File: src/hkva_pkg.sv
// Shared types and constants of the Hough kernel vote accumulator
package hkva_pkg;

  localparam logic [1:0] KIND_LOAD = 2'd0;
  localparam logic [1:0] KIND_VOTE = 2'd1;
  localparam logic [1:0] KIND_READ = 2'd2;

  localparam logic REG_ROWS = 1'b0;
  localparam logic REG_COLS = 1'b1;

  localparam int CRD_W = 12;
  localparam logic [16:0] ONE_Q16 = 17'h10000;

  typedef struct packed {
    logic issue;
    logic last;
    logic pos_hit;
    logic neg_hit;
  } walk_ctl_t;

endpackage

File: src/hkva_walker.sv
// Window walker: steps one kernel cell per cycle and forms grid and kernel addresses
module hkva_walker #(
  parameter int GRID_W = 64,
  parameter int GRID_H = 64,
  parameter int KERNEL_MAX = 15,
  parameter int AW = 12,
  parameter int KAW = 8
) (
  input  logic                clk,
  input  logic                rst,
  input  logic                go,
  input  logic [3:0]          rows,
  input  logic [3:0]          cols,
  input  logic signed [9:0]   pos_cx,
  input  logic signed [9:0]   pos_cy,
  input  logic signed [9:0]   neg_cx,
  input  logic signed [9:0]   neg_cy,
  output hkva_pkg::walk_ctl_t ctl,
  output logic [AW-1:0]       pos_addr,
  output logic [AW-1:0]       neg_addr,
  output logic [KAW-1:0]      kaddr
);

  import hkva_pkg::*;

  localparam int XW = $clog2(GRID_W);
  localparam int YW = $clog2(GRID_H);

  logic                    active;
  logic [3:0]              r;
  logic [3:0]              c;
  logic [3:0]              rows_l;
  logic [3:0]              cols_l;
  logic signed [CRD_W-1:0] px0;
  logic signed [CRD_W-1:0] py0;
  logic signed [CRD_W-1:0] nx0;
  logic signed [CRD_W-1:0] ny0;
  logic signed [CRD_W-1:0] half_r;
  logic signed [CRD_W-1:0] half_c;
  logic signed [CRD_W-1:0] r_s;
  logic signed [CRD_W-1:0] c_s;
  logic signed [CRD_W-1:0] px;
  logic signed [CRD_W-1:0] py;
  logic signed [CRD_W-1:0] nx;
  logic signed [CRD_W-1:0] ny;
  logic signed [CRD_W-1:0] gw;
  logic signed [CRD_W-1:0] gh;
  logic                    row_end;
  logic                    col_end;

  assign half_r = $signed({{(CRD_W-3){1'b0}}, rows[3:1]});
  assign half_c = $signed({{(CRD_W-3){1'b0}}, cols[3:1]});
  assign r_s    = $signed({{(CRD_W-4){1'b0}}, r});
  assign c_s    = $signed({{(CRD_W-4){1'b0}}, c});
  assign gw     = $signed(CRD_W'(GRID_W));
  assign gh     = $signed(CRD_W'(GRID_H));

  assign row_end = (r == rows_l - 4'd1);
  assign col_end = (c == cols_l - 4'd1);

  always_ff @(posedge clk) begin
    if (rst) begin
      active <= 1'b0;
    end else if (go) begin
      active <= 1'b1;
      r      <= '0;
      c      <= '0;
      rows_l <= rows;
      cols_l <= cols;
      px0    <= CRD_W'(pos_cx) - half_c;
      py0    <= CRD_W'(pos_cy) - half_r;
      nx0    <= CRD_W'(neg_cx) - half_c;
      ny0    <= CRD_W'(neg_cy) - half_r;
    end else if (active) begin
      if (col_end) begin
        c <= '0;
        r <= r + 4'd1;
        if (row_end) begin
          active <= 1'b0;
        end
      end else begin
        c <= c + 4'd1;
      end
    end
  end

  assign px = px0 + c_s;
  assign py = py0 + r_s;
  assign nx = nx0 + c_s;
  assign ny = ny0 + r_s;

  assign ctl.issue   = active;
  assign ctl.last    = active && row_end && col_end;
  assign ctl.pos_hit = active && (px >= 0) && (px < gw) && (py >= 0) && (py < gh);
  assign ctl.neg_hit = active && (nx >= 0) && (nx < gw) && (ny >= 0) && (ny < gh);

  assign pos_addr = AW'(AW'(py[YW-1:0]) * AW'(GRID_W)) + AW'(px[XW-1:0]);
  assign neg_addr = AW'(AW'(ny[YW-1:0]) * AW'(GRID_W)) + AW'(nx[XW-1:0]);
  assign kaddr    = KAW'(KAW'(r) * KAW'(KERNEL_MAX)) + KAW'(c);

endmodule

File: config.mk
export PLATFORM = sky130hd
export DESIGN_NAME = hkva_walker
export DESIGN_NICKNAME = d
export VERILOG_FILES = /design/src/hkva_pkg.sv /design/src/hkva_walker.sv
export SDC_FILE = /design/constraint.sdc
export NUM_CORES = 1
export LEC_CHECK = 0
export BUFFER_PORTS_ARGS = -buffer_cell sky130_fd_sc_hd__buf_4
export CAP_MARGIN = 20
export CORE_MARGIN = 4
export CORE_UTILIZATION = 42
export DETAILED_ROUTE_END_ITERATION = 7
export PLACE_DENSITY = 0.65
export SETUP_SLACK_MARGIN = 0.5
export SYNTH_ARGS = -nofsm -noshare
export SYNTH_HDL_FRONTEND = slang
export SYNTH_SLANG_ARGS = --single-unit
File: constraint.sdc
create_clock -name clk -period 4 [get_ports clk]
set_input_delay 0.6 -clock clk [delete_from_list [all_inputs] [get_ports clk]]
set_output_delay 0.6 -clock clk [all_outputs]
set_load 0.1 [all_outputs]
==> results of run 1 <==
[flip-flops by register name (all words and copies together) (netlist names), 4 cells and up]
signal  count
py0        11
px0        11
c           4
r           4
cols_l      4
nx0        11
ny0        11
rows_l      4
[logic make-up (layout without fill, tap and decap cells)]
group | count (synthesis) | after routing | share of synthesized area (%)
fa+ha+maj | 64 | 64 | 19.5
xor+xnor | 68 | 68 | 12.7
mux | 2 | 2 | 0.533
simple gates | 136 | 136 | 14.7
flops | 61 | 61 | 38.8
buf+inv | 51 | 163 | 4.16
compound gates | 64 | 64 | 9.63
[per-stage QoR]
step	power, mW	hold WS [ns]	util [%]	instance area (um2)	cells
3_3_place_gp	2.22	0.723	52.3	5700	678
5_1_grt	2.91	0.414	55.5	6050	698
3_5_place_dp	2.24	0.730	52.3	5700	678
6_report	2.77	0.447	55.5	6050	698
4_1_cts	2.76	0.424	55.1	6000	698
2_1_floorplan	1.95	0.664	-	4820	446
[cell usage in the layout (no fill, tap or decap), types with 10 or more instances in the layout]
cell type / netlist / routed
nor3_1: 10 / 10
nand3_1: 10 / 10
fa_1: 15 / 13
ha_1: 49 / 47
nor2b_1: 10 / 10
nor2_1: 37 / 36
xnor2_1: 47 / 42
buf_4: 1 / 91
xor2_1: 21 / 17
edfxtp_1: 60 / 60
nand2_1: 30 / 30
inv_1: 50 / 48
[critical path, delay by kind of cell (launching register included)]
family	cells	cell delay, ns
buffers and inverters	3	0.29
xor gates and xnor gates	1	0.15
AOI/OAI and AO/OA	4	0.65
DFF	1	0.41
adders and majority gates	4	1.76
[power groups by stage]
stage	Sequential (mW)	Combinational, mW	Clock (mW)
2_1_floorplan	0.815	1.13	0
3_3_place_gp	0.821	1.40	0
3_5_place_dp	0.823	1.42	0
4_1_cts	0.808	1.52	0.434
5_1_grt	0.815	1.63	0.464
6_report	0.808	1.54	0.420
[per-layer routing]
metal / up-vias / global-route usage (%)
met2: 61 / 28.4
met1: 1624 / 18.6
li1: 1786 / -
met3: 10 / 3.24
met5: - / 0
met4: 0 / 5.69
[cell type report]
cell class / count / share of cell area, %
well taps: 140 / 2.90
multi-input cells: 334 / 47.8
clock buffers: 11 / 2.17
flip-flops and latches: 61 / 30.1
inverters: 50 / 3.10
clock inverters: 3 / 0.248
repair buffers: 99 / 13.7
[worst paths after layout]
kind	from	end	slack, ns	cells past startpoint
setup reg to reg	cols_l[0]$_DFFE_PP_	r[1]$_SDFFCE_PP0P_	1.94	7
setup / recovery	r[0]$_SDFFCE_PP0P_	kaddr[7]	-0.19	12
hold reg to reg	c[0]$_SDFFCE_PN0P_	c[0]$_SDFFCE_PN0P_	0.71	2
hold / removal	cols[0]	cols_l[0]$_DFFE_PP_	0.45	1
[repair_timing]
item / in CTS / in global routing
gates resized for setup: 29 / 8
buffers inserted: 6 / 0
cloned: 0 / 0
setup endpoints to repair: 7 / 8
hold endpoints to repair: 0 / 0
pin swaps: 15 / 7
==> results.md, run 1 <==
- Seq/Total Area, Yosys: 38.8%
- Top post-synthesis cells by area: edfxtp_1, ha_1, xnor2_1
- Final HPWL DP: 8.09 mm
- Dpl ws: -0.0136 ns
- Max Slew Vio Count: 0
- Uppermost layer routed: met4
- Violated checks: setup timing
- Switching component of the power: 1.29 mW
- WL per Instance: 13.9 um
- Starting Density: 43.1%
- Logic pwr share: 55.7%
- VDD IR-drop max: 464 uV
- Total Die Area: 12,900 um2
- Period utilization: 105%
- Most common library cells after synthesis: edfxtp_1, inv_1, ha_1, xnor2_1, nor2_1
- Max-Cap Viols: 0
- Clk pwr share: 15.2%
- Layout cells sized above 1: 26.0%
- Min cycle time layout: 4.19 ns
- Worst-Margin Slew: 0.622 ns
- Via count: 3,481
- DRT iter0 DRCs: 110
- Fill count: 958
- Internal Power: 1.48 mW
- Pin count of the biggest net entering global routing: 22
- Routability congestion estimate: 0.898
- Setup WS post-layout: -0.192 ns
- Reg area: 1820 um2
- Setup Skew: 0.00396 ns
- DR vias/cell: 4.99
- Met2 WL: 4.98 mm
- Avg Inst Size Synth: 10.5 um2
- Number of global-route vias before repair: 3,584
- Sw Share: 46.6%
- Die height: 114 um
- Fin nets: 670
- Crit-path max FO: 2
- M1 wire length: 4.13 mm
- WP data required: 3.40 ns
- Chip width: 114 um
- Final setup fails: 2
- Top-count cell post-synth: edfxtp_1
- Max incr delay on CP: 0.56 ns
- Post-DRT Antenna Nets: 0
- DR pass1 iterations: 4
- Antenna violations before repair: 0
- # rows: 38
- Pwr dens: 458 nW/um2
- Total track usage: 15.8%
- Relative slew slack: 58.4%
- Global route overflow: 0
- Most frequent CP cell: fa_1
- Setup TNS: -0.343 ns
- Synth area leader: edfxtp_1
- FMAX: 0.239 GHz
- Sequence of cells on the critical path: fa_1 > inv_2 > fa_1 > fa_1 > inv_2 > ha_4 > a21o_1 > a21oi_2 > o21bai_1 > a21oi_2 > xnor2_4 > buf_12
- Antenna diodes: 0
- Synth Warn #: 0
- Mapped Area: 4690 um2
- WS Path Type: reg2out
- Status: finished, violations left
- Sequential share of power: 29.2%
- Wire length on met3: 453 um
- Top-area cell type share of the netlist area: 38.4%
- Wirelength, routed: 9.71 mm
- Dominant synthesized flop cell: edfxtp_1
- Slowest stage cell, crit path: fa_1
- Area of the multi-input gates: 2890 um2
- Asr flop ratio synth: 0%
- Final hold violations: 0
- Core area: 10,900 um2
- Critical path launch point type: flop
- Area growth, synth to finish: 28.9%
- CTS Buf Count: 9
- Arr. time, crit path: 3.59 ns
- First-pass GRT wire length: 16.2 mm
- Post-synth EDFFs: 60
- Ports: 87
- Setup crit end kind: output pin
- Worst-Skew Late Latency: 0.33 ns
- RSZ-0062 raised after global routing: true
- Hold_buf cts: 0
- Post-synth cell types: 47
- Min-Delay Path Class: in2reg
- Yosys reg bits: 61
- CTS max path bufs: 2
- H-tree lvl count: 3
- Port buffer count: 86
- Clk slew on worst S/H paths: 0.06 ns
- CTS tree: yes
- Post-Syn Instances: 446
- # clock sinks: 61
- DR DRC count: 0
- Clock root buffer: clkbuf_8
- Syn Nets: 561
- Leakage: 2.64 nW
Note: power is estimated with default switching activity, not from simulation.
==> run 2: changes to the inputs <==
--- a/config.mk
+++ b/config.mk
@@ -9,6 +9,9 @@
 export CAP_MARGIN = 20
 export CORE_MARGIN = 4
 export CORE_UTILIZATION = 42
+export CTS_BUF_LIST = sky130_fd_sc_hd__clkbuf_8
+export CTS_CLUSTER_DIAMETER = 40
+export CTS_CLUSTER_SIZE = 28
 export DETAILED_ROUTE_END_ITERATION = 7
 export PLACE_DENSITY = 0.65
 export SETUP_SLACK_MARGIN = 0.5
==> run 2 against run 1 <==
Compared with the run above: the flow still finishes with violations (setup timing); clock skew hardly changed; maximum frequency about the same; global-route usage stayed put; highest routed layer unchanged.
==> results.md, run 2 (synthesis gave the netlist of run 1 again) <==
- Crit-path max FO: 2
- Status: finished, violations left
- Internal Power: 1.48 mW
- Most frequent cells in the layout: buf_4, edfxtp_1, inv_1, ha_1, xnor2_1
- DR vias/cell: 4.98
- Core area: 10,900 um2
- Setup WS post-layout: -0.193 ns
- Critical path launch point type: flop
- WP data required: 3.40 ns
- First-pass GRT wire length: 16.2 mm
- Number of global-route vias before repair: 3,584
- Setup TNS: -0.344 ns
- Final Core Density: 55.5%
- Final instance area: 6050 um2
- GR met2 Demand/Resource: 28.4%
- DRT iter0 DRCs: 110
- Setup crit end kind: output pin
- CTS tree: yes
- Min-Delay Path Class: in2reg
- Arr. time, crit path: 3.59 ns
- Busiest grt layer: met2
- Design Power: 2.76 mW
- WL per Instance: 13.9 um
- Met3 usage: 3.24%
- Post-DRT Antenna Nets: 0
- Port buffer count: 86
- Clock root buffer: clkbuf_8
- CTS Buf Count: 9
- Total Die Area: 12,900 um2
- Pin count of the biggest net entering global routing: 22
- Worst-Skew Late Latency: 0.33 ns
- RSZ-0062 raised after global routing: true
- Relative slew slack: 58.4%
- Final hold violations: 0
- Switching component of the power: 1.29 mW
- WHS: 0.447 ns
- Final HPWL DP: 8.09 mm
- Max Slew Vio Count: 0
- Worst-Margin Slew: 0.622 ns
- VDD IR-drop max: 464 uV
- Logic pwr share: 55.8%
- Routability congestion estimate: 0.898
- # rows: 38
- Antenna violations before repair: 0
- Fin cells: 698
- Leakage: 2.65 nW
- Ports: 87
- Dpl cell area: 5700 um2
- Final setup fails: 2
- Layout cells sized above 1: 26.0%
- Max-Cap Viols: 0
- Global route overflow: 0
- # clock sinks: 61
- Placed insts: 678
- FMAX: 0.239 GHz
- Clk pwr share: 15.0%
- Starting Density: 43.1%
- WS Path Type: reg2out
- Total track usage: 15.8%
- Area growth, synth to finish: 28.9%
- Fin nets: 670
- GR Layer Usage met1: 18.6%
- CTS max path bufs: 2
- Wirelength, routed: 9.71 mm
- Pwr dens: 457 nW/um2
- Die height: 114 um
- Commonest non-fill, non-tap cell in the layout: buf_4
- Via count: 3,479
- Sequential share of power: 29.2%
- H-tree lvl count: 3
- Clk slew on worst S/H paths: 0.06 ns
- Violated checks: setup timing
- Min cycle time layout: 4.19 ns
- Setup Skew: 0.00396 ns
- DR DRC count: 0
- Sw Share: 46.7%
- Antenna diodes: 0
- DR pass1 iterations: 4
- Chip width: 114 um
- Period utilization: 105%
- Dpl ws: -0.0136 ns
==> run 2: changes by cell type in the layout (fill, tap and decap cells not counted), sizes merged <==
cell    before  now
inv         50   52
clkbuf      11    9
==> run 2: cell type report <==
| cell class | instances | area (um2) |
|---|---|---|
| timing repair buffer | 99 | 826 |
| multi-input combinational | 334 | 2890 |
| clock inverter | 5 | 22.5 |
| tap | 140 | 175 |
| clock buffer | 9 | 124 |
| fill | 958 | 4840 |
| sequential | 61 | 1820 |
| inverter | 50 | 188 |
==> run 2: worst max-delay path, stage by stage (launching register included) <==
cell and delay (ns):
edfxtp_1 0.41, fa_1 0.56, inv_2 0.05, fa_1 0.48, fa_1 0.51, inv_2 0.05, ha_4 0.21, a21o_1 0.16
a21oi_2 0.14, o21bai_1 0.11, a21oi_2 0.24, xnor2_4 0.15, buf_12 0.19
==> run 2: what timing repair did <==
| item | in CTS | in global routing |
|---|---|---|
| pin swaps | 15 | 7 |
| hold buffers | 0 | 0 |
| buffers inserted | 6 | 0 |
| setup endpoints to repair | 7 | 8 |
| resized for setup | 29 | 8 |
==> run 2: path summary, 6_finish.rpt <==
check	start	to	slack [ns]	cells past startpoint
worst min register to register	c[0]$_SDFFCE_PN0P_	c[0]$_SDFFCE_PN0P_	0.71	2
worst max register to register	cols_l[0]$_DFFE_PP_	r[1]$_SDFFCE_PP0P_	1.94	7
worst min-delay path	cols[0]	cols_l[0]$_DFFE_PP_	0.45	1
worst max-delay path	r[0]$_SDFFCE_PP0P_	kaddr[7]	-0.19	12
==> run 2: layer usage <==
| layer | vias to the layer above | wire length (um) |
|---|---|---|
| met5 | - | 0 |
| met4 | 0 | 148 |
| met3 | 10 | 453 |
| met2 | 61 | 4980 |
| met1 | 1622 | 4130 |
| li1 | 1786 | - |
==> run 2: power by group through the flow <==
stage | Clock (mW) | Sequential, mW | Combinational [mW]
6_report | 0.415 | 0.808 | 1.54
3_3_place_gp | 0 | 0.821 | 1.40
2_1_floorplan | 0 | 0.815 | 1.13
5_1_grt | 0.459 | 0.815 | 1.63
4_1_cts | 0.429 | 0.808 | 1.52
3_5_place_dp | 0 | 0.823 | 1.42
==> run 3: changes to the inputs <==
--- a/config.mk
+++ b/config.mk
@@ -8,12 +8,12 @@
 export BUFFER_PORTS_ARGS = -buffer_cell sky130_fd_sc_hd__buf_4
 export CAP_MARGIN = 20
 export CORE_MARGIN = 4
-export CORE_UTILIZATION = 42
+export CORE_UTILIZATION = 55
 export CTS_BUF_LIST = sky130_fd_sc_hd__clkbuf_8
 export CTS_CLUSTER_DIAMETER = 40
 export CTS_CLUSTER_SIZE = 28
 export DETAILED_ROUTE_END_ITERATION = 7
-export PLACE_DENSITY = 0.65
+export PLACE_DENSITY = 0.81
 export SETUP_SLACK_MARGIN = 0.5
 export SYNTH_ARGS = -nofsm -noshare
 export SYNTH_HDL_FRONTEND = slang
==> constraint.sdc (replaced) <==
create_clock -name clk -period 4.3 [get_ports clk]
set_input_delay 0.645 -clock clk [delete_from_list [all_inputs] [get_ports clk]]
set_output_delay 0.645 -clock clk [all_outputs]
set_load 0.1 [all_outputs]
==> run 3 against run 2 <==
Compared with the run above: the flow now finishes without violations; register-to-register slack gained 0.34 ns; combinational power decreased by 8%; wire length shrank 2.8%; clock power shrank 8.0%; power is 7.7% lower; global-route usage grew 4.1 points; cell area decreased by 2.4%; first-iteration DRC count decreased by 15%; non-clock buffer count decreased by 4; sequential share of layout area increased by 0.75 points; die area down 22%; highest routed layer unchanged.
==> results.md, run 3 (synthesis gave the netlist of run 1 again) <==
- Status: finished, final reports clean
- DRT iter0 DRCs: 93
- Arr. time, crit path: 3.56 ns
- WS Path Type: reg2out
- WP data required: 3.65 ns
- Global route overflow: 0
- Worst-Skew Late Latency: 0.32 ns
- Hold_buf cts: 0
- Fin nets: 666
- Total track usage: 19.9%
- Logic pwr share: 55.5%
- Crit-path max FO: 3
- CTS Buf Count: 9
- Wirelength, routed: 9.44 mm
- DR DRC count: 0
- Final HPWL DP: 7.84 mm
- Setup Skew: 0.00338 ns
- H-tree lvl count: 3
- Fill count: 598
- DR pass1 iterations: 4
- Clk slew on worst S/H paths: 0.06 ns
- Relative slew slack: 33.2%
- VDD IR-drop max: 324 uV
- Max Slew Vio Count: 0
- # clock sinks: 61
- Critical path launch point type: flop
- Routability congestion estimate: 0.865
- Worst-Margin Slew: 0.999 ns
- Final instance area: 5900 um2
- Ports: 87
- Area growth, synth to finish: 25.7%
- Sequential share of power: 29.5%
- Dpl cell area: 5610 um2
- Leakage: 2.61 nW
- Antenna diodes: 0
- Die height: 100 um
- Clk pwr share: 15.0%
- Switching component of the power: 1.19 mW
- Sw Share: 46.7%
- WL per Instance: 14.3 um
- Starting Density: 56.8%
- Most frequent cells in the layout: buf_4, edfxtp_1, inv_1, ha_1, xnor2_1
- Pwr dens: 433 nW/um2
- Min-Delay Path Class: in2reg
- FMAX: 0.238 GHz
- Pin count of the biggest net entering global routing: 40
- Core area: 8260 um2
- Setup crit end kind: output pin
- # rows: 33
- RSZ-0062 raised after global routing: true
- CTS max path bufs: 2
- Clock root buffer: clkbuf_8
- Final setup fails: 0
- Antenna violations before repair: 0
- Post-DRT Antenna Nets: 0
- Design Power: 2.55 mW
- Number of global-route vias before repair: 3,672
- Period utilization: 97.8%
- Via count: 3,509
- Max-Cap Viols: 0
- DR vias/cell: 5.32
- Total Die Area: 10,100 um2
- Commonest non-fill, non-tap cell in the layout: buf_4
- WHS: 0.499 ns
- Min cycle time layout: 4.21 ns
- Port buffer count: 86
- Internal Power: 1.36 mW
- Layout cells sized above 1: 23.6%
- First-pass GRT wire length: 15.9 mm
- Chip width: 100 um
- CTS tree: yes
- Final hold violations: 0
## run 3: routing by layer
metal	global-route usage, %	wire (um)
met1	22.5	3740
met2	37.8	5130
met3	4.03	461
met4	5.70	108
met5	0	0
## run 3: power by group through the flow
stage / Sequential, mW / Clock (mW) / Combinational (mW)
3_5_place_dp: 0.764 / 0 / 1.31
4_1_cts: 0.752 / 0.392 / 1.37
5_1_grt: 0.758 / 0.419 / 1.50
3_3_place_gp: 0.762 / 0 / 1.29
6_report: 0.753 / 0.382 / 1.42
2_1_floorplan: 0.757 / 0 / 1.05
## run 3: area by class of cell
| class | instances | area, um2 | area share [%] |
|---|---|---|---|
| Multi-Input combinational cell | 334 | 2830 | 47.9 |
| Inverter | 50 | 188 | 3.18 |
| Tap cell | 105 | 131 | 2.23 |
| Clock buffer | 9 | 124 | 2.10 |
| Timing Repair Buffer | 95 | 786 | 13.3 |
| Sequential cell | 61 | 1820 | 30.9 |
| Clock inverter | 5 | 21.3 | 0.361 |
## run 3: critical path: stages (launching register included)
cell and delay, ns:
edfxtp_1 0.42, fa_1 0.56, inv_2 0.05, fa_1 0.45, fa_1 0.50, inv_2 0.04, ha_4 0.21, buf_4 0.14
a21oi_4 0.16, o21bai_1 0.11, a21oi_2 0.25, xnor2_4 0.16, buf_12 0.19
## run 3: path summary, 6_finish.rpt
kind	start	endpoint	slack, ns	cells after the start
max	r[2]$_SDFFCE_PP0P_	kaddr[6]	0.09	12
min	rows[0]	rows_l[0]$_DFFE_PP_	0.50	1
max reg2reg	cols_l[0]$_DFFE_PP_	r[0]$_SDFFCE_PP0P_	2.28	6
min reg2reg	r[0]$_SDFFCE_PP0P_	r[0]$_SDFFCE_PP0P_	0.76	2
## run 3: per-stage QoR
stage	util [%]	setup TNS (ns)	std cells	setup WS, ns
2_1_floorplan	-	0	446	0.0959
3_3_place_gp	68.0	0	641	0.311
3_5_place_dp	68.0	0	641	0.209
4_1_cts	70.4	0	657	0.0845
5_1_grt	71.4	-0.101	659	-0.0557
6_report	71.4	0	659	0.0934
## run 3: repair_timing
item                                    4_1_cts  5_1_grt
endpoints found under the hold margin         0        0
resized for setup                            12       17
endpoints found under the setup margin        4        7
pin swaps                                     4        5
buffers inserted                              2        2
