## config.mk

```make
export PLATFORM = sky130hd
export DESIGN_NAME = hkva_cell_unit
export DESIGN_NICKNAME = d
export VERILOG_FILES = /design/src/hkva_cell_unit.sv
export SDC_FILE = /design/constraint.sdc
export NUM_CORES = 1
export LEC_CHECK = 0
export ABC_AREA = 1
export BUFFER_PORTS_ARGS = -buffer_cell sky130_fd_sc_hd__buf_2
export CAP_MARGIN = 20
export CORE_ASPECT_RATIO = 1.25
export CORE_MARGIN = 2
export CORE_UTILIZATION = 50
export CTS_BUF_LIST = sky130_fd_sc_hd__clkbuf_4 sky130_fd_sc_hd__clkbuf_8 sky130_fd_sc_hd__clkbuf_16
export DETAILED_ROUTE_END_ITERATION = 8
export PLACE_DENSITY = 0.68
export SYNTH_ARGS = -nofsm -noshare
export SYNTH_HDL_FRONTEND = slang
export SYNTH_SLANG_ARGS = --single-unit
```

## constraint.sdc

```tcl
create_clock -name clk -period 16 [get_ports clk]
set_input_delay 1.6 -clock clk [delete_from_list [all_inputs] [get_ports clk]]
set_output_delay 1.6 -clock clk [all_outputs]
set_load 0.02 [all_outputs]
```

## src/hkva_cell_unit.sv

```systemverilog
// Cell update unit: scale times kernel weight, then saturating add into the grid word
module hkva_cell_unit #(
  parameter int AW = 12
) (
  input  logic          clk,
  input  logic          rst,
  input  logic          hit,
  input  logic [AW-1:0] addr,
  input  logic [16:0]   scale,
  input  logic [15:0]   kq,
  input  logic [31:0]   gq,
  output logic          wr_en,
  output logic [AW-1:0] wr_addr,
  output logic [31:0]   wr_data,
  output logic [15:0]   contrib
);

  logic          s1_hit;
  logic [AW-1:0] s1_addr;
  logic          s2_hit;
  logic [AW-1:0] s2_addr;
  logic [15:0]   s2_contrib;
  logic [31:0]   s2_acc;
  logic [32:0]   prod;
  logic [32:0]   sum;

  assign prod = 33'(scale) * 33'(kq);

  always_ff @(posedge clk) begin
    if (rst) begin
      s1_hit <= 1'b0;
      s2_hit <= 1'b0;
    end else begin
      s1_hit <= hit;
      s2_hit <= s1_hit;
    end
  end

  always_ff @(posedge clk) begin
    s1_addr    <= addr;
    s2_addr    <= s1_addr;
    s2_contrib <= prod[31:16];
    s2_acc     <= gq;
  end

  assign sum     = {1'b0, s2_acc} + 33'(s2_contrib);
  assign wr_en   = s2_hit;
  assign wr_addr = s2_addr;
  assign wr_data = sum[32] ? 32'hFFFF_FFFF : sum[31:0];
  assign contrib = s2_contrib;

endmodule

```

==> results of run 1 <==
## logic make-up (layout without fill, tap and decap cells)
group | after synthesis | after routing | synth area share, %
adder cells (fa/ha/maj) | 321 | 321 | 43.7
AND/OR/NAND/NOR | 721 | 721 | 23.4
XOR/XNOR | 12 | 12 | 0.825
other | 0 | 1 | 0
AO/OA/AOI/OAI | 90 | 90 | 3.79
flip-flops | 74 | 74 | 11.6
buffers and inverters | 557 | 647 | 16.6
## flip-flops by register name, summed over array words and instances, names as in the netlist
signal and count:
s2_acc 32, wr_en 1, wr_addr 12, s1_addr 12
s1_hit 1, contrib 16
## per-layer routing
layer	up-vias	GRT usage, %	wire, µm
li1	5312	-	-
met5	-	0	0
met2	331	46.1	16500
met4	0	7.34	880
met3	56	3.35	1800
met1	5148	30.3	13500
## per-stage QoR
| stage | hold slack, ns | utilization [%] |
|---|---|---|
| after floorplan | 0.310 | - |
| after global placement | 0.310 | 54.1 |
| after detailed placement | 0.312 | 54.1 |
| after CTS | 0.326 | 55.3 |
| after global routing | 0.332 | 55.3 |
| final | 0.326 | 55.3 |
## layout make-up
type	instances	area (µm²)
Antenna cell	1	2.50
Fill cell	2386	11200
Inverter	491	1840
Clock buffer	9	225
Clock inverter	7	83.8
Tap cell	335	419
Timing Repair Buffer	140	701
Multi-Input combinational cell	1144	9150
Sequential cell	74	1480
## cell usage in the layout, fill, tap and decap left out, types with 9 or more instances in the layout
| cell type | count |
|---|---|
| nand4_1 | 12 |
| ha_1 | 114 |
| a21oi_1 | 49 |
| inv_1 | 491 |
| nand2_1 | 513 |
| nor2_1 | 80 |
| nand3_2 | 10 |
| nor3_1 | 15 |
| dfxtp_1 | 74 |
| clkbuf_16 | 9 |
| o21ai_0 | 27 |
| fa_1 | 207 |
| nand3_1 | 77 |
| buf_2 | 140 |
## final timing paths
kind         startpoint         end  slack (ns)  depth (start not counted)
min reg2reg  s1_addr[0]  wr_addr[0]        0.33                          0
max            scale[7]  contrib[7]        9.41                         22
max reg2reg      s1_hit       wr_en       15.53                          2
min          s1_addr[0]  wr_addr[0]        0.33                          0
==> metrics.md, run 1 <==
| Metric | Value |
|---|---|
| Netlist cell types | 36 |
| FFs w/ async S/R, synth | 0% |
| Starting Density | 50.7% |
| Clock skew | approximately 0.0040 ns |
| Pins Over Slew Limit | 0 |
| Clk_lat worst skew | 0.34 ns |
| Most frequent cells after synthesis | 513 x nand2_1, 491 x inv_1, 207 x fa_1 |
| Total die area | 26800 µm² |
| Antenna violations before repair | 1 |
| Initial DRC Count | ~590 |
| Largest net degree at the start of global routing | 23 |
| Most frequent CP cell | fa_1 |
| Core footprint | 25100 µm² |
| Synth Cell Area | 12700 µm² |
| Yosys warns | 0 |
| Final GP Congestion | between 0.9 and 1 |
| Crit path time final | 6.59 ns |
| Most frequent cell after synthesis | nand2_1 |
| Final Hold Viols | 0 |
| Die Span Y | 182 µm |
| Worst setup EP type | flip-flop |
| Share of cells above drive strength 1 | 9.49% |
| Area leader, netlist | fa_1 |
| Placed cell count | 2184 |
| Post-route DRC | 0 |
| Die width | around 150 µm |
| Setup TNS | 0 ns |
| Vias in the first global route | ~11k |
| Placed cell area | ~14000 µm² |
| Ports | 141 |
| Clk buf depth | 2 |
| Top cell family by delay on the critical path | adder cells |
| Num rows | 65 |
| Finished Layout Cells | 2201 |
| Slew headroom | 68.0% |
| Seq/Total Area, Yosys | 11.6% |
| Post-Synthesis Cells | 1775 |
| Crit path cell chain | buf_2 > nand2_1 > fa_1 > inv_1 > fa_1 > inv_1 > fa_1 > inv_1 > fa_1 > fa_1 > inv_1 > fa_1 > inv_1 > ha_1 > a21oi_1 > o21ai_0 > a21oi_1 > nor2_1 > nor2_1 > nand2_1 > nand2_1 > nand2_1 |
| Antenna Nets Post-Route | 0 |
| RSZ-0062 raised after global routing | false |
| Buf+Inv Stages, Crit Path | 6 |
| Startpoint types | input port |
| First-pass DRT Iterations | 5 |
| Yosys reg bits | 74 |
| Post-cts sizing count | 0 |
| Synth top area cells | fa_1 33%, nand2_1 15%, inv_1 14% |
| Critical Path RT | ~16 ns |
| Placement Setup Slack | 9.07 ns |
| Fin crit share | roughly two fifths |
| Final worst setup slack | ~9.4 ns |
| CTS root buffer | clkbuf_16 |
| Worst hold path class | flip-flop to flip-flop |
| Avg Cell Area, Syn | 7.18 µm² |
| Number of flops mapped to enable cells by yosys | 0 |
| Hold_buf cts | 0 |
| Global-route wire length before repair | about 54000 µm |
| Synth top area share | between 30% and 40% |
| CP max FO | 16 |
| CTS buffer count | 9 |
| Area growth, synth to finish | 9.14% |
| Arrival time worst endpoint | 6.82 ns |
| Vias per inst | 4.93 |
| CTS tree | yes |
| Measured slew at the worst slew-check pin | between 0.4 and 0.5 ns |
| I/O Buffers | 140 |
| Post-route design area | 13900 µm² |
| Postcts setup bufs | 0 |
| GRT Total Usage | 25.0% |
| Layout Nets | roughly 2.3k |
| Dpl hpwl | 27500 µm |
| DRT Wirelength | 32700 µm |
| Maxcap violations | 0 |
| Via count | 10.8k |
| Worst stage delay on the critical path | 0.55 ns |
| Setup Crit Path Kind | input port to flip-flop |
| Clock tree sinks | 74 |
| Avg WL per Cell | 14.8 µm |
| H-tree depth | 3 |
| Setup violators final | 0 |
| Status | finished, final reports clean |
| CP max-delay cell | fa_1 |
| Max Clk Rate | between 150 and 200 MHz |
| Syn_nets | between 2k and 2.5k |
| Ys flop type | dfxtp_1 |
| CTS clk-pin slew, worst paths | approximately 0.060 ns |
| Grt total ovfl | 0 |
Power of run 1 is left out: the tool's default activity adds up to more than one toggle a clock period on the data nets, which glitch-free logic cannot reach.
==> run 2, diff against run 1 <==
--- a/config.mk
+++ b/config.mk
@@ -5,7 +5,7 @@
 export SDC_FILE = /design/constraint.sdc
 export NUM_CORES = 1
 export LEC_CHECK = 0
-export ABC_AREA = 1
+export ABC_AREA = 0
 export BUFFER_PORTS_ARGS = -buffer_cell sky130_fd_sc_hd__buf_2
 export CAP_MARGIN = 20
 export CORE_ASPECT_RATIO = 1.25
==> constraint.sdc (replaced) <==
create_clock -name clk -period 6.7 [get_ports clk]
set_input_delay 0.67 -clock clk [delete_from_list [all_inputs] [get_ports clk]]
set_output_delay 0.67 -clock clk [all_outputs]
set_load 0.02 [all_outputs]
==> run 2 against run 1 <==
Setup slack lost 8.7 ns. Worst hold slack gained 0.00077 ns. Final cell count shrank 25%. Critical path depth fell by 1. Global-route usage decreased by 1.8 points. Synthesized cell count shrank 30%. Utilization grew 1.5 points. Non-clock buffer count up 9. Synthesized area down 10%. Count of clock-buffer cells in the layout stayed put.
==> metrics.md, run 2 <==
| Metric | Value |
|---|---|
| FILL cells | 2018 (was 2386) |
| Die width | 139 µm (was 147 µm) |
| Setup TNS | 0 ns (unchanged) |
| GRT Total Usage | 23.2% (was 25.0%) |
| Initial DRC Count | 340 (was 593) |
| Post-cts sizing count | 0 (unchanged) |
| Ys flop type | dfxtp_1 (unchanged) |
| First-pass DRT Iterations | 5 (unchanged) |
| Clock tree sinks | 74 (unchanged) |
| Largest register by flop count | s2_acc (unchanged) |
| Core footprint | 22400 µm² (was 25100 µm²) |
| Area leader, netlist | fa_1 (unchanged) |
| Layout Nets | 1769 (was 2261) |
| CTS tree | yes (unchanged) |
| I/O Buffers | 140 (unchanged) |
| Total die area | 24000 µm² (was 26800 µm²) |
| Avg WL per Cell | 16.6 µm (was 14.8 µm) |
| Final GP Congestion | 0.911 (was 0.922) |
| CTS root buffer | clkbuf_16 (unchanged) |
| Synth top area cells | fa_1 36%, dfxtp_1 13%, ha_1 13% (was fa_1 33%, nand2_1 15%, inv_1 14%) |
| Worst hold path class | flip-flop to flip-flop (unchanged) |
| Vias in the first global route | 9271 (was 11.3k) |
| Maxcap violations | 0 (unchanged) |
| Via count | 8725 (was 10.8k) |
| Ports | 141 (unchanged) |
| Largest net degree at the start of global routing | 20 (was 23) |
| Die Span Y | 173 µm (was 182 µm) |
| CTS buffer count | 9 (unchanged) |
| Number of flops mapped to enable cells by yosys | 0 (unchanged) |
| CTS clk-pin slew, worst paths | 0.06 ns (about the same) |
| H-tree depth | 3 (unchanged) |
| Seq/Total Area, Yosys | 13.0% (was 11.6%) |
| Dpl hpwl | 22700 µm (was 27500 µm) |
| Utilization after layout | 56.8% (was 55.3%) |
| Synth Cell Area | 11400 µm² (was 12700 µm²) |
| Slew headroom | 39.5% (was 68.0%) |
| Setup violators final | 0 (unchanged) |
| Crit path time final | roughly 6 ns |
| Finished Layout Cells | 1656 (was 2201) |
| Synth top area share | 36.3% (was 32.5%) |
| RSZ-0062 raised after global routing | false (unchanged) |
| Clock skew | 0.00155 ns (was 0.00397 ns) |
| # diodes | 0 (was 1) |
| Measured slew at the worst slew-check pin | 0.908 ns (was 0.475 ns) |
| Critical Path RT | 6.96 ns (was 16.23 ns) |
| Postcts setup bufs | 0 (unchanged) |
| CP max FO | 16 (unchanged) |
| Yosys warns | 0 (unchanged) |
| Status | finished, final reports clean (unchanged) |
| Starting Density | 51.0% (was 50.7%) |
| Area of the multi-input gates | 8840 µm² (was 9150 µm²) |
| Max FFs per register | 32 (unchanged) |
| Most frequent cells after synthesis | 249 x inv_1, 207 x fa_1, 169 x nand2_1 (was 513 x nand2_1, 491 x inv_1, 207 x fa_1) |
| Avg Cell Area, Syn | 9.16 µm² (was 7.18 µm²) |
| Post-route DRC | 0 (unchanged) |
| Post-Synthesis Cells | 1246 (was 1775) |
| Final Hold Viols | 0 (unchanged) |
| Share of cells above drive strength 1 | 13.9% (was 9.49%) |
| Num rows | 61 (was 65) |
| DRT Wirelength | 27400 µm (was 32700 µm) |
| Most common cell after layout, fill and taps aside | inv_1 (was nand2_1) |
| Fin crit share | 89.5% |
| Antenna Nets Post-Route | 0 (unchanged) |
| Arrival time worst endpoint | 6.26 ns (was 6.82 ns) |
| FFs w/ async S/R, synth | 0% (unchanged) |
| Vias per inst | 5.27 (was 4.93) |
| Setup Crit Path Kind | input port to flip-flop (unchanged) |
| Most frequent cell after synthesis | inv_1 (was nand2_1) |
| Clk buf depth | 2 (unchanged) |
| Antenna violations before repair | 0 (was 1) |
| Syn_nets | 1647 (was 2176) |
| Area growth, synth to finish | 11.3% (was 9.14%) |
| Grt total ovfl | 0 (unchanged) |
| Placed cell count | 1640 (was 2184) |
| Pins Over Slew Limit | 0 (unchanged) |
| Commonest non-fill, non-tap cells in the layout | 249 x inv_1, 207 x fa_1, 169 x nand2_1 (was 513 x nand2_1, 491 x inv_1, 207 x fa_1) |
| Yosys reg bits | 74 (unchanged) |
| Max Clk Rate | 167 MHz |
| Sequential cell area | 1480 µm² (unchanged) |
| Clk_lat worst skew | 0.33 ns (was 0.34 ns) |
| Startpoint types | input port (unchanged) |
| Hold_buf cts | 0 (unchanged) |
| Worst setup EP type | flip-flop (unchanged) |
| Global-route wire length before repair | 45300 µm (was 54100 µm) |
| Netlist cell types | 61 (was 36) |
-- run 2: cell types whose count changed in the layout (fill, tap and decap cells not counted), moves of 8 or more --
cell and change:
a21oi_1 -18, a31oi_1 +9, and2_1 +139, buf_4 +9
inv_1 -242, nand2_1 -344, nand3_1 -57, nand3_2 -10
nand4_1 -8, nor2_1 -64, nor2b_1 +9, xnor2_1 +18
-- run 2: cell families (layout without fill, tap and decap cells) --
family                     count (synthesis)  in the layout  synth area share (%)
and+or+nand+nor                          405            405                  18.4
adders and majority gates                321            321                  48.8
buffers and inverters                    287            414                  9.49
AOI/OAI and AO/OA                        118            118                  7.05
DFF                                       74             74                  13.0
xor gates and xnor gates                  34             34                  2.61
muxes                                      7              7                 0.680
-- run 2: through the flow --
| step | area, µm² | worst slack, ns | hold WS [ns] |
|---|---|---|---|
| after floorplan | 11400 | 0.653 | 0.310 |
| after global placement | 12400 | 0.503 | 0.311 |
| after detailed placement | 12400 | 0.416 | 0.313 |
| after CTS | 12700 | 0.767 | 0.327 |
| after global routing | 12700 | 0.384 | 0.334 |
| final | 12700 | 0.702 | 0.327 |
-- run 2: worst paths after layout --
path | from | to | slack, ns | cells after the start
setup / recovery | scale[8] | contrib[14] | 0.70 | 21
hold / removal | s1_addr[9] | wr_addr[9] | 0.33 | 0
setup reg to reg | s1_hit | wr_en | 6.20 | 1
hold reg to reg | s1_addr[9] | wr_addr[9] | 0.33 | 0
-- run 2: layout make-up --
type | instances | share of cell area, %
multi-input cells | 885 | 69.7
clock inverters | 7 | 0.680
well taps | 283 | 2.79
clock buffers | 9 | 1.77
inverters | 249 | 7.36
flip-flops and latches | 74 | 11.7
repair buffers | 149 | 6.05
-- run 2: critical path, cell delays in order --
cell and delay [ns]:
buf_2 0.23, and2_1 0.24, fa_1 0.55, inv_1 0.06, fa_1 0.48, fa_1 0.53, inv_1 0.06, fa_1 0.46
fa_1 0.52, inv_1 0.05, fa_1 0.47, inv_1 0.04, ha_1 0.31, a21oi_1 0.14, a2bb2oi_1 0.32, o21ai_0 0.18
a221oi_1 0.28, o21ai_0 0.19, buf_4 0.19, o2bb2ai_1 0.16, xnor2_1 0.14
-- run 2: metal layers --
| layer | wire length [µm] | up-vias | track usage [%] |
|---|---|---|---|
| li1 | - | 4083 | - |
| met1 | 11500 | 4331 | 29.6 |
| met2 | 14000 | 275 | 41.9 |
| met3 | 1410 | 36 | 2.71 |
| met4 | 482 | 0 | 5.64 |
| met5 | 0 | - | 0 |
Power of run 2 is left out for the same reason.
==> run 3, diff against run 2 <==
--- a/config.mk
+++ b/config.mk
@@ -13,7 +13,7 @@
 export CORE_UTILIZATION = 50
 export CTS_BUF_LIST = sky130_fd_sc_hd__clkbuf_4 sky130_fd_sc_hd__clkbuf_8 sky130_fd_sc_hd__clkbuf_16
 export DETAILED_ROUTE_END_ITERATION = 8
-export PLACE_DENSITY = 0.68
+export PLACE_DENSITY_LB_ADDON = 0.12
 export SYNTH_ARGS = -nofsm -noshare
 export SYNTH_HDL_FRONTEND = slang
 export SYNTH_SLANG_ARGS = --single-unit
==> run 3 against run 2 <==
Via count is 1.6% lower. Register-to-register slack worse by 0.02 ns. First-iteration DRC count is 11% lower. Final area is 0.29% higher. Non-clock buffer count is 5 higher. Flip-flop and latch count stayed put. Count of clock-buffer cells in the layout is 1 higher. Highest routed layer unchanged.
==> metrics.md, run 3 (synthesized netlist as in run 2, its figures left out) <==
| Metric | Value |
|---|---|
| Worst hold path class | flip-flop to flip-flop (unchanged) |
| Placement Setup Slack | 0.345 ns (was 0.416 ns) |
| First-pass DRT Iterations | 5 (unchanged) |
| FILL cells | 2125 (was 2018) |
| Clock skew | 0.00155 ns (about the same) |
| Die Span Y | 173 µm (unchanged) |
| Vias in the first global route | 9005 (was 9271) |
| Num rows | 61 (unchanged) |
| End of the worst hold path | wr_addr[11] (was wr_addr[9]) |
| Slew headroom | 40.6% (was 39.5%) |
| Crit path time final | 6.01 ns (was 6.00 ns) |
| CTS tree | yes (unchanged) |
| CTS root buffer | clkbuf_16 (unchanged) |
| Maxcap violations | 0 (unchanged) |
| GRT Total Usage | 23.3% (was 23.2%) |
| Post-cts sizing count | 0 (unchanged) |
| Vias per inst | 5.17 (was 5.27) |
| Ports | 141 (unchanged) |
| Total die area | 24000 µm² (unchanged) |
| Grt total ovfl | 0 (unchanged) |
| Layout Nets | 1774 (was 1769) |
| Setup Crit Path Kind | input port to flip-flop (unchanged) |
| Most common cell after layout, fill and taps aside | inv_1 (unchanged) |
| Largest net degree at the start of global routing | 20 (unchanged) |
| Startpoint types | input port (unchanged) |
| Commonest non-fill, non-tap cells in the layout | 249 x inv_1, 207 x fa_1, 169 x nand2_1 (unchanged) |
| Hold_sp | s1_addr[11] (was s1_addr[9]) |
| CP max FO | 13 (was 16) |
| Post-route DRC | 0 (unchanged) |
| Max FFs per register | 32 (unchanged) |
| Pins Over Slew Limit | 0 (unchanged) |
| FF-to-FF Start | s1_hit (unchanged) |
| Measured slew at the worst slew-check pin | 0.891 ns (was 0.908 ns) |
| Antenna Nets Post-Route | 0 (unchanged) |
| Global-route wire length before repair | 44900 µm (was 45300 µm) |
| Setup TNS | 0 ns (unchanged) |
| # diodes | 0 (unchanged) |
| Status | finished, final reports clean (unchanged) |
| Arrival time worst endpoint | 6.24 ns (was 6.26 ns) |
| I/O Buffers | 140 (unchanged) |
| H-tree depth | 3 (unchanged) |
| Hold Path Depth | 0 (unchanged) |
| CTS buffer count | 9 (unchanged) |
| Antenna violations before repair | 0 (unchanged) |
| Clock tree sinks | 74 (unchanged) |
| Max Clk Rate | 166 MHz (was 167 MHz) |
| Critical Path RT | 6.93 ns (was 6.96 ns) |
| Hold_buf cts | 0 (unchanged) |
| Postcts setup bufs | 0 (unchanged) |
| Worst setup EP type | flip-flop (unchanged) |
| Fin crit share | 89.7% (was 89.5%) |
| Dpl hpwl | 22600 µm (was 22700 µm) |
| R2R Path End | wr_en (unchanged) |
| Setup violators final | 0 (unchanged) |
| Via count | 8586 (was 8725) |
| Final Hold Viols | 0 (unchanged) |
| Die width | 139 µm (unchanged) |
| Initial DRC Count | 301 (was 340) |
| Avg WL per Cell | 16.3 µm (was 16.6 µm) |
| Reg2Reg Depth | 1 (unchanged) |
| Share of cells above drive strength 1 | 14.2% (was 13.9%) |
| Starting Density | 51.0% (unchanged) |
| Final worst setup slack | 0.689 ns (was 0.702 ns) |
| Clk_lat worst skew | 0.34 ns (was 0.33 ns) |
| DRT Wirelength | 27100 µm (was 27400 µm) |
| Clk buf depth | 2 (unchanged) |
| RSZ-0062 raised after global routing | false (unchanged) |
| Final GP Congestion | 0.847 (was 0.911) |
| Core footprint | 22400 µm² (unchanged) |
| Largest register by flop count | s2_acc (unchanged) |
| Area growth, synth to finish | 11.6% (was 11.3%) |
| CTS clk-pin slew, worst paths | 0.06 ns (about the same) |
| Reg2Reg Setup Slack | 6.18 ns (was 6.20 ns) |
run 3: cell count changes in the layout (fill, tap and decap cells not counted):
cell | previous run | this run
clkbuf_8 | 0 | 1
clkinvlp_4 | 1 | 2
clkinv_4 | 2 | 1
inv_6 | 1 | 2
inv_8 | 2 | 0
buf_4 | 9 | 14
run 3: final cells by class:
cell class	instances	area, µm²	share of cell area (%)
Tap cell	283	354	2.78
Timing Repair Buffer	154	806	6.33
Multi-Input combinational cell	885	8840	69.5
Sequential cell	74	1480	11.6
Clock inverter	6	71.3	0.560
Clock buffer	10	239	1.88
Inverter	249	935	7.34
run 3: how the worst max path moves through the flow:
stage | depth (start not counted) | slack (ns) | to | from
after detailed placement | 20 | 0.35 | contrib[15] | kq[4]
after CTS | 20 | 0.70 | contrib[15] | kq[4]
final | 21 | 0.69 | contrib[13] | kq[7]
after floorplan | 22 | 0.65 | contrib[13] | kq[9]
after global routing | 21 | 0.44 | contrib[13] | kq[7]
after global placement | 21 | 0.42 | contrib[13] | kq[7]
run 3: critical path: stages:
cell     delay (ns)
buf_2          0.30
nand2_1        0.13
fa_1           0.54
inv_1          0.05
fa_1           0.50
inv_1          0.06
fa_1           0.53
inv_1          0.05
fa_1           0.44
fa_1           0.49
inv_1          0.05
fa_1           0.47
inv_1          0.05
ha_1           0.32
a21oi_1        0.27
o21ai_0        0.16
nor3b_1        0.21
a21oi_1        0.14
o31a_1         0.40
nor3_1         0.18
and4b_1        0.20
run 3: per-stage QoR:
stage | hold WS, ns | util, % | instance area (µm²) | instances
2_1_floorplan | 0.310 | - | 11400 | 1246
3_3_place_gp | 0.310 | 55.5 | 12400 | 1645
3_5_place_dp | 0.312 | 55.5 | 12400 | 1645
4_1_cts | 0.325 | 56.9 | 12700 | 1661
5_1_grt | 0.330 | 56.9 | 12700 | 1661
6_report | 0.326 | 56.9 | 12700 | 1661
run 3: per-layer routing:
metal / global-route usage, % / wire (µm) / up-vias
li1: - / - / 4089
met1: 29.8 / 11400 / 4215
met2: 41.9 / 13700 / 248
met3: 2.71 / 1430 / 34
met4: 5.93 / 484 / 0
met5: 0 / 0 / -
Power of run 3 is left out for the same reason.
